File: src/design/smf_pkg.sv
// Shared types and constants for the sliding-window mode filter.
// No dependencies; compile first.
`default_nettype none

package smf_pkg;

    // Field widths of the channels and configuration port
    localparam int KIND_W   = 1;
    localparam int SAMPLE_W = 16;
    localparam int MCOUNT_W = 5;
    localparam int WCOUNT_W = 5;
    localparam int TMO_W    = 8;
    localparam int CFG_IDX_W = 2;
    localparam int CFG_DATA_W = 8;

    // Item kinds
    localparam logic [KIND_W-1:0] KIND_SAMPLE = 1'b0;
    localparam logic [KIND_W-1:0] KIND_TICK   = 1'b1;

    // Register indexes
    localparam logic [CFG_IDX_W-1:0] CFG_WINDOW_COUNT  = 2'd0;
    localparam logic [CFG_IDX_W-1:0] CFG_TIMEOUT_TICKS = 2'd1;

    // Register reset values
    localparam logic [WCOUNT_W-1:0] WINDOW_COUNT_RST  = 5'd5;
    localparam logic [TMO_W-1:0]    TIMEOUT_TICKS_RST = 8'd10;

    // Per-cycle command broadcast to every window cell
    typedef struct packed {
        logic push;    // shift a new sample into the window
        logic clear;   // empty the window
        logic load;    // copy value into probe, zero match count
        logic count;   // compare probe with value, rotate probe
        logic reload;  // copy value into probe, keep match count
        logic drain;   // shift probe and count toward the last cell
    } smf_cell_ctrl_t;

endpackage

`default_nettype wire

File: src/design/smf_if.sv
// Valid/ready channel interfaces for sample beats and result beats.
// Depends on smf_pkg.
`default_nettype none

interface smf_in_if;
    import smf_pkg::*;
    logic                valid;
    logic                ready;
    logic [KIND_W-1:0]   kind;
    logic [SAMPLE_W-1:0] sample_value;

    modport source (output valid, output kind, output sample_value, input ready);
    modport sink   (input valid, input kind, input sample_value, output ready);
endinterface

interface smf_out_if;
    import smf_pkg::*;
    logic                valid;
    logic                ready;
    logic [SAMPLE_W-1:0] mode_value;
    logic [MCOUNT_W-1:0] mode_count;

    modport source (output valid, output mode_value, output mode_count, input ready);
    modport sink   (input valid, input mode_value, input mode_count, output ready);
endinterface

`default_nettype wire

File: src/design/sliding_window_mode_filter.sv
// Top level of the sliding-window mode filter: window cell chain, sequencer,
// idle timer and result register. Depends on smf_pkg, smf_if, smf_cell.
//
//  channel    dir  beat contents               handshake
//  sample_ch  in   kind, sample_value          valid/ready
//  result_ch  out  mode_value, mode_count      valid/ready
//  cfg        in   cfg_index, cfg_data         cfg_we, no stall
//
// A tick is handled in IDLE. A sample is shifted in, then LOAD copies values
// into the probes, COUNT rotates probes around the cell ring and counts matches,
// RELOAD copies values into the probes again, DRAIN shifts counts out of the last
// cell past the best-value tracker, and DONE writes the result.
// Reset empties the window and loads the register defaults.
// A result waiting on result_ch does not stop new beats from being taken;
// the next result waits in DONE until the result register frees up.
`default_nettype none

module sliding_window_mode_filter #(
    parameter int WINDOW_MAX = 16,
    parameter int VALUE_BITS = 16
) (
    input  wire                               clk,
    input  wire                               rst_n,
    smf_in_if.sink                            sample_ch,
    smf_out_if.source                         result_ch,
    input  wire                               cfg_we,
    input  wire  [smf_pkg::CFG_IDX_W-1:0]     cfg_index,
    input  wire  [smf_pkg::CFG_DATA_W-1:0]    cfg_data
);
    import smf_pkg::*;

    localparam int CNT_W = $clog2(WINDOW_MAX + 1);
    localparam int IDX_W = (WINDOW_MAX > 1) ? $clog2(WINDOW_MAX) : 1;

    typedef enum logic [2:0] {
        ST_IDLE,
        ST_LOAD,
        ST_COUNT,
        ST_RELOAD,
        ST_DRAIN,
        ST_DONE
    } state_t;

    state_t                state_reg;
    logic [WCOUNT_W-1:0]   wcount_reg;
    logic [TMO_W-1:0]      timeout_reg;
    logic [TMO_W-1:0]      idle_reg;
    logic [TMO_W-1:0]      idle_next;
    logic [IDX_W-1:0]      step_reg;
    logic [VALUE_BITS-1:0] best_val_reg;
    logic [CNT_W-1:0]      best_cnt_reg;
    logic                  ov_reg;
    logic [SAMPLE_W-1:0]   out_val_reg;
    logic [MCOUNT_W-1:0]   out_cnt_reg;

    logic                  in_acc;
    logic                  is_tick;
    logic                  step_last;
    logic                  better;
    logic                  out_free;
    logic [CNT_W-1:0]      len;
    smf_cell_ctrl_t        ctrl;

    logic [VALUE_BITS-1:0] val_w  [WINDOW_MAX];
    logic [VALUE_BITS-1:0] prb_w  [WINDOW_MAX];
    logic [CNT_W-1:0]      cnt_w  [WINDOW_MAX];
    logic [WINDOW_MAX-1:0] vld_w;
    logic [WINDOW_MAX-1:0] pvld_w;
    logic [WINDOW_MAX-1:0] keep_w;

    // Handshake
    assign sample_ch.ready = (state_reg == ST_IDLE);
    assign in_acc          = sample_ch.valid && sample_ch.ready;
    assign is_tick         = (sample_ch.kind == KIND_TICK);
    assign out_free        = !ov_reg || result_ch.ready;

    // Effective window length: zero acts as one, clamp at WINDOW_MAX
    always_comb
    begin
        if (wcount_reg == '0)
            len = CNT_W'(1);
        else if (32'(wcount_reg) > 32'(WINDOW_MAX))
            len = CNT_W'(WINDOW_MAX);
        else
            len = CNT_W'(wcount_reg);
    end

    // Saturating idle count for a tick
    assign idle_next = (idle_reg == '1) ? idle_reg : idle_reg + TMO_W'(1);

    assign step_last = (step_reg == IDX_W'(WINDOW_MAX - 1));

    // Tracker compare against the beat leaving the last cell
    assign better = pvld_w[WINDOW_MAX-1] &&
                    ((cnt_w[WINDOW_MAX-1] > best_cnt_reg) ||
                     ((cnt_w[WINDOW_MAX-1] == best_cnt_reg) &&
                      (prb_w[WINDOW_MAX-1] < best_val_reg)));

    // Cell commands
    always_comb
    begin
        ctrl        = '0;
        ctrl.push   = in_acc && !is_tick;
        ctrl.clear  = in_acc && is_tick && (|vld_w) && (idle_next > timeout_reg);
        ctrl.load   = (state_reg == ST_LOAD);
        ctrl.count  = (state_reg == ST_COUNT);
        ctrl.reload = (state_reg == ST_RELOAD);
        ctrl.drain  = (state_reg == ST_DRAIN);
    end

    // Cell chain; the probe path closes into a ring
    for (genvar i = 0; i < WINDOW_MAX; i++)
    begin : g_cell
        logic [VALUE_BITS-1:0] val_in;
        logic                  vld_in;
        logic [VALUE_BITS-1:0] prb_in;
        logic                  pvld_in;
        logic [CNT_W-1:0]      cnt_in;

        if (i == 0)
        begin : g_head
            assign val_in  = VALUE_BITS'(sample_ch.sample_value);
            assign vld_in  = 1'b1;
            assign prb_in  = prb_w[WINDOW_MAX-1];
            assign pvld_in = pvld_w[WINDOW_MAX-1];
            assign cnt_in  = cnt_w[WINDOW_MAX-1];
        end
        else
        begin : g_body
            assign val_in  = val_w[i-1];
            assign vld_in  = vld_w[i-1];
            assign prb_in  = prb_w[i-1];
            assign pvld_in = pvld_w[i-1];
            assign cnt_in  = cnt_w[i-1];
        end

        // Cells at or past the window length drop their entry on a push
        assign keep_w[i] = (CNT_W'(i) < len);

        smf_cell #(
            .VALUE_BITS (VALUE_BITS),
            .CNT_W      (CNT_W)
        ) u_cell (
            .clk    (clk),
            .rst_n  (rst_n),
            .ctrl   (ctrl),
            .keep   (keep_w[i]),
            .val_i  (val_in),
            .vld_i  (vld_in),
            .prb_i  (prb_in),
            .pvld_i (pvld_in),
            .cnt_i  (cnt_in),
            .val_o  (val_w[i]),
            .vld_o  (vld_w[i]),
            .prb_o  (prb_w[i]),
            .pvld_o (pvld_w[i]),
            .cnt_o  (cnt_w[i])
        );
    end

    // Sequencer, timer, registers and result register
    always_ff @(posedge clk or negedge rst_n)
    begin
        if (!rst_n)
        begin
            state_reg    <= ST_IDLE;
            wcount_reg   <= WINDOW_COUNT_RST;
            timeout_reg  <= TIMEOUT_TICKS_RST;
            idle_reg     <= '0;
            step_reg     <= '0;
            best_val_reg <= '0;
            best_cnt_reg <= '0;
            ov_reg       <= 1'b0;
            out_val_reg  <= '0;
            out_cnt_reg  <= '0;
        end
        else
        begin
            if (cfg_we)
            begin
                case (cfg_index)
                    CFG_WINDOW_COUNT:  wcount_reg  <= cfg_data[WCOUNT_W-1:0];
                    CFG_TIMEOUT_TICKS: timeout_reg <= cfg_data[TMO_W-1:0];
                    default: ;
                endcase
            end

            // DONE owns the valid flag while it is writing a result
            if (ov_reg && result_ch.ready && (state_reg != ST_DONE))
                ov_reg <= 1'b0;

            case (state_reg)
                ST_IDLE:
                begin
                    if (in_acc)
                    begin
                        if (is_tick)
                            idle_reg <= idle_next;
                        else
                        begin
                            idle_reg  <= '0;
                            state_reg <= ST_LOAD;
                        end
                    end
                end
                ST_LOAD:
                begin
                    step_reg     <= '0;
                    best_val_reg <= '0;
                    best_cnt_reg <= '0;
                    state_reg    <= ST_COUNT;
                end
                ST_COUNT:
                begin
                    step_reg <= step_reg + IDX_W'(1);
                    if (step_last)
                        state_reg <= ST_RELOAD;
                end
                ST_RELOAD:
                begin
                    step_reg  <= '0;
                    state_reg <= ST_DRAIN;
                end
                ST_DRAIN:
                begin
                    if (better)
                    begin
                        best_val_reg <= prb_w[WINDOW_MAX-1];
                        best_cnt_reg <= cnt_w[WINDOW_MAX-1];
                    end
                    step_reg <= step_reg + IDX_W'(1);
                    if (step_last)
                        state_reg <= ST_DONE;
                end
                ST_DONE:
                begin
                    if (out_free)
                    begin
                        ov_reg      <= 1'b1;
                        out_val_reg <= SAMPLE_W'(best_val_reg);
                        out_cnt_reg <= MCOUNT_W'(best_cnt_reg);
                        state_reg   <= ST_IDLE;
                    end
                end
                default:
                    state_reg <= ST_IDLE;
            endcase
        end
    end

    assign result_ch.valid      = ov_reg;
    assign result_ch.mode_value = out_val_reg;
    assign result_ch.mode_count = out_cnt_reg;

    // Window valid bits always form a run starting at the newest cell
    a_vld_run: assert property (@(posedge clk) disable iff (!rst_n)
        ((vld_w + WINDOW_MAX'(1)) & vld_w) == '0)
        else $error("window valid bits not contiguous");

    // A pushed sample is always held by the head cell
    a_push_head: assert property (@(posedge clk) disable iff (!rst_n)
        (in_acc && !is_tick) |=> vld_w[0])
        else $error("pushed sample lost at head cell");

    // A new result only comes out of DONE
    a_result_src: assert property (@(posedge clk) disable iff (!rst_n)
        $rose(ov_reg) |-> $past(state_reg == ST_DONE))
        else $error("result raised outside DONE");

    // Drain always finds at least the newest sample
    a_best_nonzero: assert property (@(posedge clk) disable iff (!rst_n)
        (state_reg == ST_DONE) |-> (best_cnt_reg != '0))
        else $error("mode count zero after drain");

    // A tick never fills an empty window
    a_tick_clear: assert property (@(posedge clk) disable iff (!rst_n)
        (in_acc && is_tick && (vld_w == '0)) |=> (vld_w == '0))
        else $error("empty window filled by a tick");

endmodule

`default_nettype wire

File: src/design/smf_cell.sv
// One window cell: holds a sample, its valid bit, a rotating probe and a
// match count. Depends on smf_pkg.
`default_nettype none

module smf_cell #(
    parameter int VALUE_BITS = 16,
    parameter int CNT_W      = 5
) (
    input  wire                         clk,
    input  wire                         rst_n,
    input  smf_pkg::smf_cell_ctrl_t     ctrl,
    input  wire                         keep,
    input  wire  [VALUE_BITS-1:0]       val_i,
    input  wire                         vld_i,
    input  wire  [VALUE_BITS-1:0]       prb_i,
    input  wire                         pvld_i,
    input  wire  [CNT_W-1:0]            cnt_i,
    output logic [VALUE_BITS-1:0]       val_o,
    output logic                        vld_o,
    output logic [VALUE_BITS-1:0]       prb_o,
    output logic                        pvld_o,
    output logic [CNT_W-1:0]            cnt_o
);
    import smf_pkg::*;

    logic [VALUE_BITS-1:0] val_reg;
    logic                  vld_reg;
    logic [VALUE_BITS-1:0] prb_reg;
    logic                  pvld_reg;
    logic [CNT_W-1:0]      cnt_reg;
    logic                  match;

    assign match = vld_reg && pvld_reg && (prb_reg == val_reg);

    // Control bits: window valid and probe valid
    always_ff @(posedge clk or negedge rst_n)
    begin
        if (!rst_n)
        begin
            vld_reg  <= 1'b0;
            pvld_reg <= 1'b0;
        end
        else
        begin
            if (ctrl.clear)
                vld_reg <= 1'b0;
            else if (ctrl.push)
                vld_reg <= vld_i && keep;

            if (ctrl.load || ctrl.reload)
                pvld_reg <= vld_reg;
            else if (ctrl.count || ctrl.drain)
                pvld_reg <= pvld_i;
        end
    end

    // Payload: sample, probe, match count
    always_ff @(posedge clk)
    begin
        if (ctrl.push)
            val_reg <= val_i;

        if (ctrl.load || ctrl.reload)
            prb_reg <= val_reg;
        else if (ctrl.count || ctrl.drain)
            prb_reg <= prb_i;

        if (ctrl.load)
            cnt_reg <= '0;
        else if (ctrl.count && match)
            cnt_reg <= cnt_reg + CNT_W'(1);
        else if (ctrl.drain)
            cnt_reg <= cnt_i;
    end

    assign val_o  = val_reg;
    assign vld_o  = vld_reg;
    assign prb_o  = prb_reg;
    assign pvld_o = pvld_reg;
    assign cnt_o  = cnt_reg;

endmodule

`default_nettype wire

File: src/flat_wrapper.sv
// flat-port wrapper written by rule: the top's interface ports become plain ports
module sliding_window_mode_filter_flat import smf_pkg::*;
#(
    parameter int WINDOW_MAX = 16,
    parameter int VALUE_BITS = 16
)
  (clk, rst_n, cfg_we, cfg_index, cfg_data, sample_ch_valid, sample_ch_kind, sample_ch_sample_value, sample_ch_ready, result_ch_valid, result_ch_mode_value, result_ch_mode_count, result_ch_ready);
  smf_in_if sample_ch_i ();
  smf_out_if result_ch_i ();
  input  wire clk;
  input  wire rst_n;
  input  wire cfg_we;
  input  wire  [smf_pkg::CFG_IDX_W-1:0] cfg_index;
  input  wire  [smf_pkg::CFG_DATA_W-1:0] cfg_data;
  input wire logic [$bits(sample_ch_i.valid)-1:0] sample_ch_valid;
  input wire logic [$bits(sample_ch_i.kind)-1:0] sample_ch_kind;
  input wire logic [$bits(sample_ch_i.sample_value)-1:0] sample_ch_sample_value;
  output wire logic [$bits(sample_ch_i.ready)-1:0] sample_ch_ready;
  output wire logic [$bits(result_ch_i.valid)-1:0] result_ch_valid;
  output wire logic [$bits(result_ch_i.mode_value)-1:0] result_ch_mode_value;
  output wire logic [$bits(result_ch_i.mode_count)-1:0] result_ch_mode_count;
  input wire logic [$bits(result_ch_i.ready)-1:0] result_ch_ready;
  assign sample_ch_i.valid = sample_ch_valid;
  assign sample_ch_i.kind = sample_ch_kind;
  assign sample_ch_i.sample_value = sample_ch_sample_value;
  assign sample_ch_ready = sample_ch_i.ready;
  assign result_ch_valid = result_ch_i.valid;
  assign result_ch_mode_value = result_ch_i.mode_value;
  assign result_ch_mode_count = result_ch_i.mode_count;
  assign result_ch_i.ready = result_ch_ready;
  sliding_window_mode_filter #(.WINDOW_MAX(WINDOW_MAX), .VALUE_BITS(VALUE_BITS)) u_core (.clk(clk), .rst_n(rst_n), .sample_ch(sample_ch_i), .result_ch(result_ch_i), .cfg_we(cfg_we), .cfg_index(cfg_index), .cfg_data(cfg_data));
endmodule
File: config.mk
export PLATFORM = sky130hd
export DESIGN_NAME = sliding_window_mode_filter_flat
export DESIGN_NICKNAME = d
export VERILOG_FILES = /design/src/design/smf_pkg.sv /design/src/design/smf_if.sv /design/src/design/sliding_window_mode_filter.sv /design/src/design/smf_cell.sv /design/src/flat_wrapper.sv
export SDC_FILE = /design/constraint.sdc
export NUM_CORES = 1
export LEC_CHECK = 0
export BUFFER_PORTS_ARGS = -buffer_cell sky130_fd_sc_hd__buf_4
export CORE_MARGIN = 2
export CORE_UTILIZATION = 35
export DETAILED_ROUTE_END_ITERATION = 6
export SETUP_SLACK_MARGIN = 0.4
export SYNTH_ARGS = -nofsm -noshare
export SYNTH_HDL_FRONTEND = slang
export SYNTH_SLANG_ARGS = --single-unit
export TNS_END_PERCENT = 30
File: constraint.sdc
create_clock -name clk -period 22.3 [get_ports clk]
set_input_delay 2.23 -clock clk [delete_from_list [all_inputs] [get_ports clk]]
set_output_delay 2.23 -clock clk [all_outputs]
set_load 0.02 [all_outputs]
# Yosys cells after proc, flatten, opt, wreduce, memory -nomap -nowiden
# Index checks and enable logic that the tools add are counted.
[totals]
register_bits = 695
output_inout_bits = 23
[op_classes]
addsub = 18
n_lt_le_gt_ge = 20
eq_ne = 32
muxes = 146
reduce_logical = 110
[ops]
columns = ["operator", "n"]
rows = [
  ["$mux 16", 33],
  ["$eq 16x16->1", 16],
  ["$mux 5", 35],
  ["$add 5x1->5 const B", 16],
  ["$logic_and 1x1->1", 72],
  ["$mux 1", 67],
  ["$lt 4x5->1 const A", 8],
  ["$reduce_bool 2->1", 20],
  ["$pmux 16 s2", 1],
  ["$lt 3x5->1 const A", 4],
  ["$pmux 3 s6", 1],
  ["$lt 16x16->1", 1],
  ["$mux 8", 2],
  ["$reduce_or 16->1", 1],
  ["$mux 3", 5],
  ["$lt 1x5->1 const A", 2],
  ["$lt 2x5->1 const A", 2],
  ["$pmux 5 s2", 1],
  ["$reduce_and 2->1", 5],
  ["$add 8x1->8 const B", 1],
  ["$eq 8x8->1 const B", 1],
  ["$gt 8x8->1", 1],
  ["$ne 2x1->1 const B", 4],
  ["$pmux 4 s2", 1],
  ["other kinds (18)", 26],
]

# Depth between registers and ports, before layout
# Gate-level depths: netlist of the first run.
[depth]
word_depth = 7
mapped_depth = 13

# By module
# From an unflattened synthesis of the first run, not the netlist that was laid out.
[hier_totals]
hier_cells = 2433
hier_area_um2 = 33285.7
[modules_own_cells]
columns = ["module", "cells_each", "seq_area_each_um2", "instances", "area_each_um2"]
rows = [
  ["smf_cell", 127, 1111.1, 16, 1824.2],
  ["sliding_window_mode_filter", 401, 1781.7, 1, 4097.7],
]

# Worst setup path after synthesis of the first run
# OpenSTA, ideal clock, no wires.
[synth_path]
path_type = "in2reg"
startpoint = "input sample_ch_valid"
endpoint = "register u_core.g_cell[1].u_cell.vld_reg"
t_required_ps = 22206
arrival_ps = 8408
setup_slack_ps = 13799
setup_ps = 94
path_buffers = 1
cell_stages = 6
path_cell_list = "and2_1 -> clkbuf_1 -> nand2_1 -> inv_1 -> o211ai_1 -> a21oi_1"
[synth_rtl]
columns = ["element", "line_no", "source"]
rows = [
  ["start, declared", "flat_wrapper.sv:15", "input wire logic [$bits(sample_ch_i.valid)-1:0] sample_ch_valid;"],
  ["end signal, assigned", "smf_cell.sv:48", "vld_reg <= vld_i && keep;"],
  ["end, declared", "smf_cell.sv:27", "logic vld_reg;"],
]

==> impl_results.rst, run 1 <==
.. list-table::
   :header-rows: 1

   * - Metric
     - Value
   * - Result of the run
     - finished clean
   * - Critical register-to-register path startpoint
     - u_core.state_reg[0]
   * - Post-Synthesis Cells
     - 2753
   * - Placeable core region
     - 88400 um2
   * - Max-capacitance violation count
     - 0
   * - CTS H-tree depth
     - 3
   * - GRT Resource Usage Total
     - 16.2%
   * - Clock tree from TritonCTS
     - built
   * - Final-report hold violation count
     - 0
   * - Average detailed-routed wire length per instance
     - 18.4 um
   * - Filler cell count
     - 8477
   * - Combinational family with the most area after synthesis
     - simple AND/OR/NAND/NOR gates
   * - Category of the most critical setup path
     - in2reg
   * - Initial Utilization
     - 35.3%
   * - Site Rows
     - 109
   * - Netlist Area Pre-Place
     - 31200 um2
   * - Total overflow reported by the global router
     - 0
   * - Slew of the pin with the lowest slew margin
     - 1140 ps
   * - Post-cts sizing count
     - 0
   * - Instance count along the most critical hold path
     - 2
   * - Total via count in the routed design
     - 20000
   * - Count of unique library cells instantiated by Yosys
     - 63
   * - Clock insertion delay at the later pin of the skew report
     - 630 ps
   * - Worst slew slack as a fraction of its limit
     - 23.6%
   * - Sum of internal, switching and leakage power
     - 4.59 mW
   * - Number of antenna violations at the first check in global routing
     - 1
   * - Final Max Tran Viols
     - 0
   * - Die ar.
     - 91500 um2
   * - Clock skew
     - 29.4 ps
   * - Post-CTS Hold Fix Bufs
     - 0
   * - Clk slew on worst S/H paths
     - 60 ps
   * - DRC errors left
     - 0
   * - Number of nets produced by synthesis
     - 2831
   * - Logic depth of the worst register-to-register path
     - 6
   * - Hold_ws
     - 476 ps
   * - Category of cells accounting for the largest share of critical-path delay
     - buffers and inverters
   * - Flop-to-flop setup slack
     - 17460 ps
   * - Critical-path top delay cell
     - sky130_fd_sc_hd__buf_4
   * - Tcrit/Tclk final
     - 24.3%
   * - Wire length the detailed router placed on met1
     - 33.3 mm
   * - Amount of wire on met2 after detailed routing
     - 34.7 mm
   * - Xor-xnor portion of the synthesized cell area
     - 7.30%
   * - Most instantiated cells after synthesis
     - 982 x sky130_fd_sc_hd__nand2_1, 512 x sky130_fd_sc_hd__edfxtp_1, 138 x sky130_fd_sc_hd__xor2_1
   * - Number of input and output port buffers inserted
     - 54
   * - Post-detailed-placement cell area
     - 32900 um2
   * - Upper clock frequency limit
     - 184 MHz
   * - RSZ-0062 raised after global routing
     - no
   * - Finished Cell Area
     - 35300 um2
   * - Via count of the first global-routing pass
     - 19400
   * - Ys async rst share
     - 14.8%
   * - Synthesized area per cell
     - 11.3 um2
   * - Worst hold path endpoint
     - u_core.g_cell[10].u_cell.cnt_o[4]
   * - Most frequent cell on the critical path
     - sky130_fd_sc_hd__buf_4
   * - Arithmetic-cell share of the synthesized area counting full adders, half adders and majority gates
     - 1.85%
   * - Vias per cell
     - 4.96
   * - Hold Crit Start
     - u_core.g_cell[9].u_cell.cnt_o[4]
   * - Top flip-flop cell by instance count after synthesis
     - sky130_fd_sc_hd__edfxtp_1
   * - ANT nets after route
     - 0
   * - Wire length reported by the detailed router
     - 74.0 mm
   * - Floorplan die height
     - 303 um
   * - Min Tclk post-route
     - 5420 ps
   * - Largest net degree at the start of global routing
     - 185
   * - Hpwl dp
     - 48.5 mm
   * - Final TNS setup
     - 0 ps
   * - Power Dens Cells
     - 130 nW/um2
   * - Die X-Extent
     - 303 um
   * - Maximum buffer depth of the clock tree
     - 3
   * - Share of cell area taken by muxes after synthesis
     - 2.77%
   * - Max VDD drop
     - 0.119 mV
   * - LEAKAGE
     - 13.3 nW
   * - Routed wire length on met3
     - 3.52 mm
   * - Simple-Gate Fraction of Synth Area
     - 18.0%
   * - Number of enable flip-flop cells after synthesis
     - 512
   * - Fraction of the mapped netlist area in compound gates
     - 5.40%
   * - Count of yosys warnings during synthesis
     - 0
   * - Final Util
     - 39.9%
   * - Setup fix buffers added after clock tree synthesis
     - 0
   * - Cell breakdown of the critical path
     - buf_4 -> and2_1 -> nand2_1 -> inv_8 -> buf_4 -> buf_4
   * - Global-route wire length before repair
     - 114 mm
   * - 1st-iter DRT viols
     - 1810
   * - Cell types occupying the most area after synthesis
     - sky130_fd_sc_hd__edfxtp_1 49%, sky130_fd_sc_hd__nand2_1 12%, sky130_fd_sc_hd__dfrtp_1 7.9%, sky130_fd_sc_hd__dfxtp_1 5.1%, sky130_fd_sc_hd__xor2_1 3.9%
   * - Top layer reached by signal wires
     - met4
   * - Nature of the critical path startpoint
     - primary input
   * - Number of detailed-route iterations in the first pass
     - 7
   * - Final nets
     - 2875
   * - Clock tree root driver cell
     - sky130_fd_sc_hd__clkbuf_16
   * - R2R Path End
     - u_core.g_cell[6].u_cell.prb_o[14]
   * - Weighted congestion reported at the end of routability-driven placement
     - 0.805
   * - Synthesis-stage register bit count
     - 695
   * - Portion of synthesized cell area occupied by the leading cell type
     - 49.3%
   * - Clock buffers created by TritonCTS
     - 73
   * - Number of clock sinks seen by CTS
     - 695
   * - Relative area change from synthesis to final layout
     - 13.0%
   * - Most area-hungry cell type in the Yosys netlist
     - sky130_fd_sc_hd__edfxtp_1
   * - Critical path buffers and inverters
     - 4
   * - Nature of the critical path endpoint
     - flop
   * - Tightest Hold Check Type
     - reg2reg
   * - Required time reported for the critical path endpoint
     - 22550 ps
   * - Share of layout cells above drive strength 1
     - 9.22%
   * - Most numerous cell in the Yosys netlist
     - sky130_fd_sc_hd__nand2_1
   * - Top Ports
     - 55
   * - Final setup fails
     - 0
   * - Largest driver fanout on the critical path
     - 133
   * - Delay of the slowest critical-path stage
     - 970 ps
   * - Sequential area share after synthesis
     - 62.7%
   * - Arrival time of data at the critical path endpoint
     - 5670 ps
## power breakdown
| part | leakage (nW) | switching (mW) | internal [mW] |
|---|---|---|---|
| clock network | 1.17 | 0.519 | 0.714 |
| registers | 6.85 | 0.303 | 1.95 |
| logic | 5.31 | 0.751 | 0.359 |
## worst reg2reg max path: stages, from the launching register on
cell                      delay, ps
sky130_fd_sc_hd__dfrtp_1        590
sky130_fd_sc_hd__inv_1          170
sky130_fd_sc_hd__nor2_4         880
sky130_fd_sc_hd__nor2_1         320
sky130_fd_sc_hd__inv_8          630
sky130_fd_sc_hd__buf_4          950
sky130_fd_sc_hd__buf_4          890
## layout by cell type (no fill, tap or decap), types with 8 or more instances in the layout
| cell type | synthesis | final |
|---|---|---|
| sky130_fd_sc_hd__nand2_1 | 982 | 981 |
| sky130_fd_sc_hd__edfxtp_1 | 512 | 512 |
| sky130_fd_sc_hd__xor2_1 | 138 | 138 |
| sky130_fd_sc_hd__xnor2_1 | 122 | 122 |
| sky130_fd_sc_hd__dfrtp_1 | 99 | 99 |
| sky130_fd_sc_hd__dfxtp_1 | 80 | 80 |
| sky130_fd_sc_hd__clkbuf_16 | 0 | 75 |
| sky130_fd_sc_hd__buf_4 | 1 | 72 |
| sky130_fd_sc_hd__inv_1 | 56 | 54 |
| sky130_fd_sc_hd__nor4_1 | 53 | 53 |
| sky130_fd_sc_hd__o21ai_0 | 50 | 50 |
| sky130_fd_sc_hd__nand4_1 | 48 | 48 |
| sky130_fd_sc_hd__ha_1 | 46 | 46 |
| sky130_fd_sc_hd__nand3_1 | 43 | 43 |
| sky130_fd_sc_hd__mux2_2 | 42 | 42 |
| sky130_fd_sc_hd__mux2i_1 | 39 | 39 |
| sky130_fd_sc_hd__a31oi_1 | 39 | 38 |
| sky130_fd_sc_hd__a21oi_1 | 35 | 35 |
| sky130_fd_sc_hd__o211ai_1 | 20 | 20 |
| sky130_fd_sc_hd__clkbuf_1 | 96 | 20 |
| sky130_fd_sc_hd__nand4b_1 | 19 | 19 |
| sky130_fd_sc_hd__nor2_1 | 23 | 18 |
| sky130_fd_sc_hd__and2_1 | 18 | 18 |
| sky130_fd_sc_hd__a31o_2 | 15 | 15 |
| sky130_fd_sc_hd__or3_1 | 14 | 14 |
| sky130_fd_sc_hd__o31ai_1 | 12 | 12 |
| sky130_fd_sc_hd__nor3_1 | 11 | 11 |
| sky130_fd_sc_hd__a22oi_1 | 10 | 10 |
| sky130_fd_sc_hd__a32o_1 | 9 | 9 |
| sky130_fd_sc_hd__nor4_4 | 8 | 8 |
| sky130_fd_sc_hd__a21o_1 | 8 | 8 |
| sky130_fd_sc_hd__clkinv_1 | 0 | 8 |
## metrics by stage
stage / instances / setup WS (ps)
2_1_floorplan: 2753 / 13800
3_3_place_gp: 3887 / 16290
3_5_place_dp: 3887 / 16230
4_1_cts: 4019 / 16900
5_1_grt: 4019 / 16600
6_report: 4020 / 16880
## cell families after synthesis
logic type                 count (synthesis)
adders and majority gates                 46
DFF                                      695
xor gates and xnor gates                 260
muxes                                     81
AOI/OAI and AO/OA                        247
and+or+nand+nor                         1264
buffers and inverters                    160
## how the worst max path moves through the flow
stage                         start                           endpoint  slack [ps]  cells past startpoint
finish              sample_ch_valid  u_core.g_cell[4].u_cell.val_o[13]       16880                      6
global route        sample_ch_valid  u_core.g_cell[4].u_cell.val_o[13]       16600                      6
CTS                 sample_ch_valid  u_core.g_cell[4].u_cell.val_o[13]       16900                      6
detailed placement  sample_ch_valid  u_core.g_cell[4].u_cell.val_o[13]       16230                      6
global placement    sample_ch_valid  u_core.g_cell[4].u_cell.val_o[12]       16290                      6
floorplan           sample_ch_valid      u_core.g_cell[1].u_cell.vld_o       13800                      6
## final cells by class
cell class	instances	area [um2]	area share (%)
diodes	1	2.50	0.00710
clock buffers	101	2030	5.77
clock inverters	31	360	1.02
inverters	56	225	0.639
multi-input cells	1898	11100	31.4
flip-flops and latches	695	19600	55.5
well taps	1165	1460	4.13
repair buffers	73	561	1.59
## metal layers
| layer | track usage (%) | up-vias |
|---|---|---|
| met3 | 2.83 | 131 |
| met4 | 5.76 | 0 |
| li1 | - | 9763 |
| met2 | 25.7 | 378 |
| met5 | 0 | - |
| met1 | 22.3 | 9687 |
Power figures use the tool's default switching activity.
==> run 2, diff against run 1 <==
--- a/config.mk
+++ b/config.mk
@@ -5,6 +5,7 @@
 export SDC_FILE = /design/constraint.sdc
 export NUM_CORES = 1
 export LEC_CHECK = 0
+export ABC_AREA = 1
 export BUFFER_PORTS_ARGS = -buffer_cell sky130_fd_sc_hd__buf_4
 export CORE_MARGIN = 2
 export CORE_UTILIZATION = 35
==> constraint.sdc (replaced) <==
create_clock -name clk -period 5.3 [get_ports clk]
set_input_delay 0.53 -clock clk [delete_from_list [all_inputs] [get_ports clk]]
set_output_delay 0.53 -clock clk [all_outputs]
set_load 0.02 [all_outputs]
==> impl_results.rst, run 2 <==
.. list-table::
   :header-rows: 1

   * - Metric
     - Value
   * - Tcrit/Tclk final
     - 62.5%
   * - Arrival time of data at the critical path endpoint
     - 3540 ps (-2130 ps)
   * - Post-cts sizing count
     - 0 (unchanged)
   * - Clock tree from TritonCTS
     - built
   * - Result of the run
     - finished clean
   * - Worst slew slack as a fraction of its limit
     - 37.9% (+14 points)
   * - Clk slew on worst S/H paths
     - 60 ps (about the same)
   * - Die ar.
     - 97300 um2 (+6.3%)
   * - Portion of synthesized cell area occupied by the leading cell type
     - 46.3% (-3.0 points)
   * - Min Tclk post-route
     - 3310 ps
   * - Number of detailed-route iterations in the first pass
     - 5 (-2)
   * - DRC errors left
     - 0 (unchanged)
   * - Clock tree root driver cell
     - sky130_fd_sc_hd__clkbuf_16
   * - Clock insertion delay at the later pin of the skew report
     - 620 ps (about the same)
   * - Placeable core region
     - 93600 um2 (+5.9%)
   * - 1st-iter DRT viols
     - 2103 (+16%)
   * - Cell types occupying the most area after synthesis
     - sky130_fd_sc_hd__edfxtp_1 46%, sky130_fd_sc_hd__nand2_1 12%, sky130_fd_sc_hd__dfrtp_1 7.5%, sky130_fd_sc_hd__o21ai_0 5.4%, sky130_fd_sc_hd__dfxtp_1 4.8%
   * - Synthesis-stage register bit count
     - 695 (unchanged)
   * - Max VDD drop
     - 0.494 mV (+310%)
   * - Weighted congestion reported at the end of routability-driven placement
     - 0.872 (+8.3%)
   * - Slew of the pin with the lowest slew margin
     - 925 ps (-220 ps)
   * - Top Ports
     - 55 (unchanged)
   * - Netlist Area Pre-Place
     - 33200 um2 (+6.4%)
   * - Upper clock frequency limit
     - 302 MHz
   * - Nature of the critical path startpoint
     - flop
   * - Top flip-flop cell by instance count after synthesis
     - sky130_fd_sc_hd__edfxtp_1
   * - Clock skew
     - 25.3 ps (-4.14 ps)
   * - Final setup fails
     - 0 (unchanged)
   * - Wire length reported by the detailed router
     - 76.9 mm (+4.0%)
   * - Site Rows
     - 112 (+2.8%)
   * - Number of antenna violations at the first check in global routing
     - 4 (+3)
   * - Setup slack of the critical path after layout
     - 1990 ps (-14890 ps)
   * - Share of layout cells above drive strength 1
     - 6.84% (-2.4 points)
   * - Cell breakdown of the critical path
     - inv_2 -> nand3_2 -> nand2_1 -> inv_1 -> nand2_4 -> buf_12
   * - Maximum buffer depth of the clock tree
     - 3 (unchanged)
   * - Most area-hungry cell type in the Yosys netlist
     - sky130_fd_sc_hd__edfxtp_1
   * - Final TNS setup
     - 0 ps (unchanged)
   * - Category of cells accounting for the largest share of critical-path delay
     - simple AND/OR/NAND/NOR gates
   * - Delay of the slowest critical-path stage
     - 670 ps (-300 ps)
   * - Post-CTS Hold Fix Bufs
     - 0 (unchanged)
   * - Most instantiated cells after synthesis
     - 1042 x sky130_fd_sc_hd__nand2_1, 512 x sky130_fd_sc_hd__edfxtp_1, 423 x sky130_fd_sc_hd__inv_1
   * - Total overflow reported by the global router
     - 0 (unchanged)
   * - Number of input and output port buffers inserted
     - 54 (unchanged)
   * - Nature of the critical path endpoint
     - flop
   * - Via count of the first global-routing pass
     - 22700 (+17%)
   * - Hpwl dp
     - 52.3 mm (+7.9%)
   * - Final nets
     - 3692 (+28%)
   * - Number of enable flip-flop cells after synthesis
     - 512 (unchanged)
   * - LEAKAGE
     - 15.2 nW (+14%)
   * - Crit path launch
     - u_core.state_reg[2]
   * - Initial Utilization
     - 35.5% (+0.17 points)
   * - Most numerous cell in the Yosys netlist
     - sky130_fd_sc_hd__nand2_1
   * - Count of unique library cells instantiated by Yosys
     - 46 (-27%)
   * - Count of yosys warnings during synthesis
     - 0 (unchanged)
   * - Number of clock sinks seen by CTS
     - 695 (unchanged)
   * - Sum of internal, switching and leakage power
     - 20.9 mW (+360%)
   * - Required time reported for the critical path endpoint
     - 5530 ps (-17020 ps)
   * - Sequential area share after synthesis
     - 58.9% (-3.8 points)
   * - Post-Synthesis Cells
     - 3578 (+30%)
   * - Total via count in the routed design
     - 23700 (+18%)
   * - Tightest Hold Check Type
     - in2async
   * - Critical path buffers and inverters
     - 3 (-1)
   * - Critical-path top delay cell
     - sky130_fd_sc_hd__nand3_2
   * - Synthesized area per cell
     - 9.28 um2 (-18%)
   * - Most frequent standard cell in the layout excluding fill and tap cells
     - sky130_fd_sc_hd__nand2_1
   * - Clock buffers created by TritonCTS
     - 74 (+1.4%)
   * - Largest net degree at the start of global routing
     - 172 (-7.0%)
   * - Global-route wire length before repair
     - 123 mm (+7.8%)
   * - Average detailed-routed wire length per instance
     - 15.6 um (-15%)
   * - Relative area change from synthesis to final layout
     - 11.9%
   * - GRT Resource Usage Total
     - 15.7% (-0.48 points)
   * - Top library cells by usage in the layout, fill and taps aside
     - 1038 x sky130_fd_sc_hd__nand2_1, 512 x sky130_fd_sc_hd__edfxtp_1, 422 x sky130_fd_sc_hd__inv_1
   * - CTS H-tree depth
     - 3 (unchanged)
   * - Category of the most critical setup path
     - reg2reg
   * - Vias per cell
     - 4.80 (-3.3%)
   * - ANT nets after route
     - 0 (unchanged)
   * - Ys async rst share
     - 14.8% (unchanged)
   * - Minimum setup slack after placement
     - 1980 ps (-14250 ps)
   * - Die X-Extent
     - 312 um (+3.1%)
   * - RSZ-0062 raised after global routing
     - no
   * - Floorplan die height
     - 312 um (+3.1%)
   * - Largest driver fanout on the critical path
     - 110 (-17%)
   * - Final-report hold violation count
     - 0 (unchanged)
   * - Final Max Tran Viols
     - 0 (unchanged)
   * - Setup fix buffers added after clock tree synthesis
     - 0 (unchanged)
   * - Max-capacitance violation count
     - 0 (unchanged)
   * - Number of nets produced by synthesis
     - 3656 (+29%)
   * - Power Dens Cells
     - 564 nW/um2 (+330%)
   * - Critical register-to-register path startpoint
     - u_core.state_reg[2]
run 2: changes by cell type in the layout (fill, tap and decap cells not counted), sizes merged, moves of 63 or more:
| cell | previous run | this run |
|---|---|---|
| nor2 | 23 | 267 |
| xor2 | 138 | 64 |
| o21ai | 50 | 365 |
| nand3 | 43 | 200 |
| nand2 | 982 | 1045 |
| inv | 61 | 430 |
run 2: per-stage QoR:
stage	cell area, um2	utilization [%]	hold WS (ps)	instances
finish	37200	39.7	34.0	4927
global route	37200	39.7	43.6	4925
CTS	37200	39.7	37.3	4925
detailed placement	34900	37.3	439	4792
global placement	34900	37.3	437	4792
floorplan	33200	-	234	3578
run 2: path summary, 6_finish.rpt:
path	endpoint	slack (ps)	cells past startpoint
max	u_core.g_cell[11].u_cell.prb_o[10]	1990	6
max in group asynchronous	u_core.g_cell[6].u_cell.vld_o	4190	2
min reg2reg	u_core.g_cell[11].u_cell.val_o[1]	450	0
min	u_core.best_val_reg[7]	30	1
max reg2reg	u_core.g_cell[11].u_cell.prb_o[10]	1990	6
min in group clk	u_core.g_cell[0].u_cell.val_o[3]	80	1
run 2: routing by layer:
layer	vias up	global-route usage (%)	routed length, um
met4	2	5.09	2160
met5	-	0	13
met1	11100	20.9	34700
li1	11900	-	-
met3	130	3.11	4160
met2	508	25.7	35900
run 2: cells by family after synthesis:
logic type | Yosys count | share of synthesized area (%)
fa+ha+maj | 46 | 1.73
xor+xnor | 134 | 3.54
flops | 695 | 58.9
compound gates | 486 | 7.65
simple gates | 1677 | 21.6
buf+inv | 538 | 6.47
mux | 2 | 0.0678
run 2: final cells by class:
type	instances	area, um2
diodes	2	5.00
well taps	1254	1570
fillers	9323	56400
flip-flops and latches	695	19600
inverters	427	1610
clock buffers	100	2000
clock inverters	33	269
repair buffers	71	633
multi-input cells	2345	11500
run 2: power by group:
group	switching, mW	total (mW)	internal, mW
Clock	2.15	4.96	2.81
Sequential	0.925	9.30	8.37
Combinational	4.86	6.69	1.83
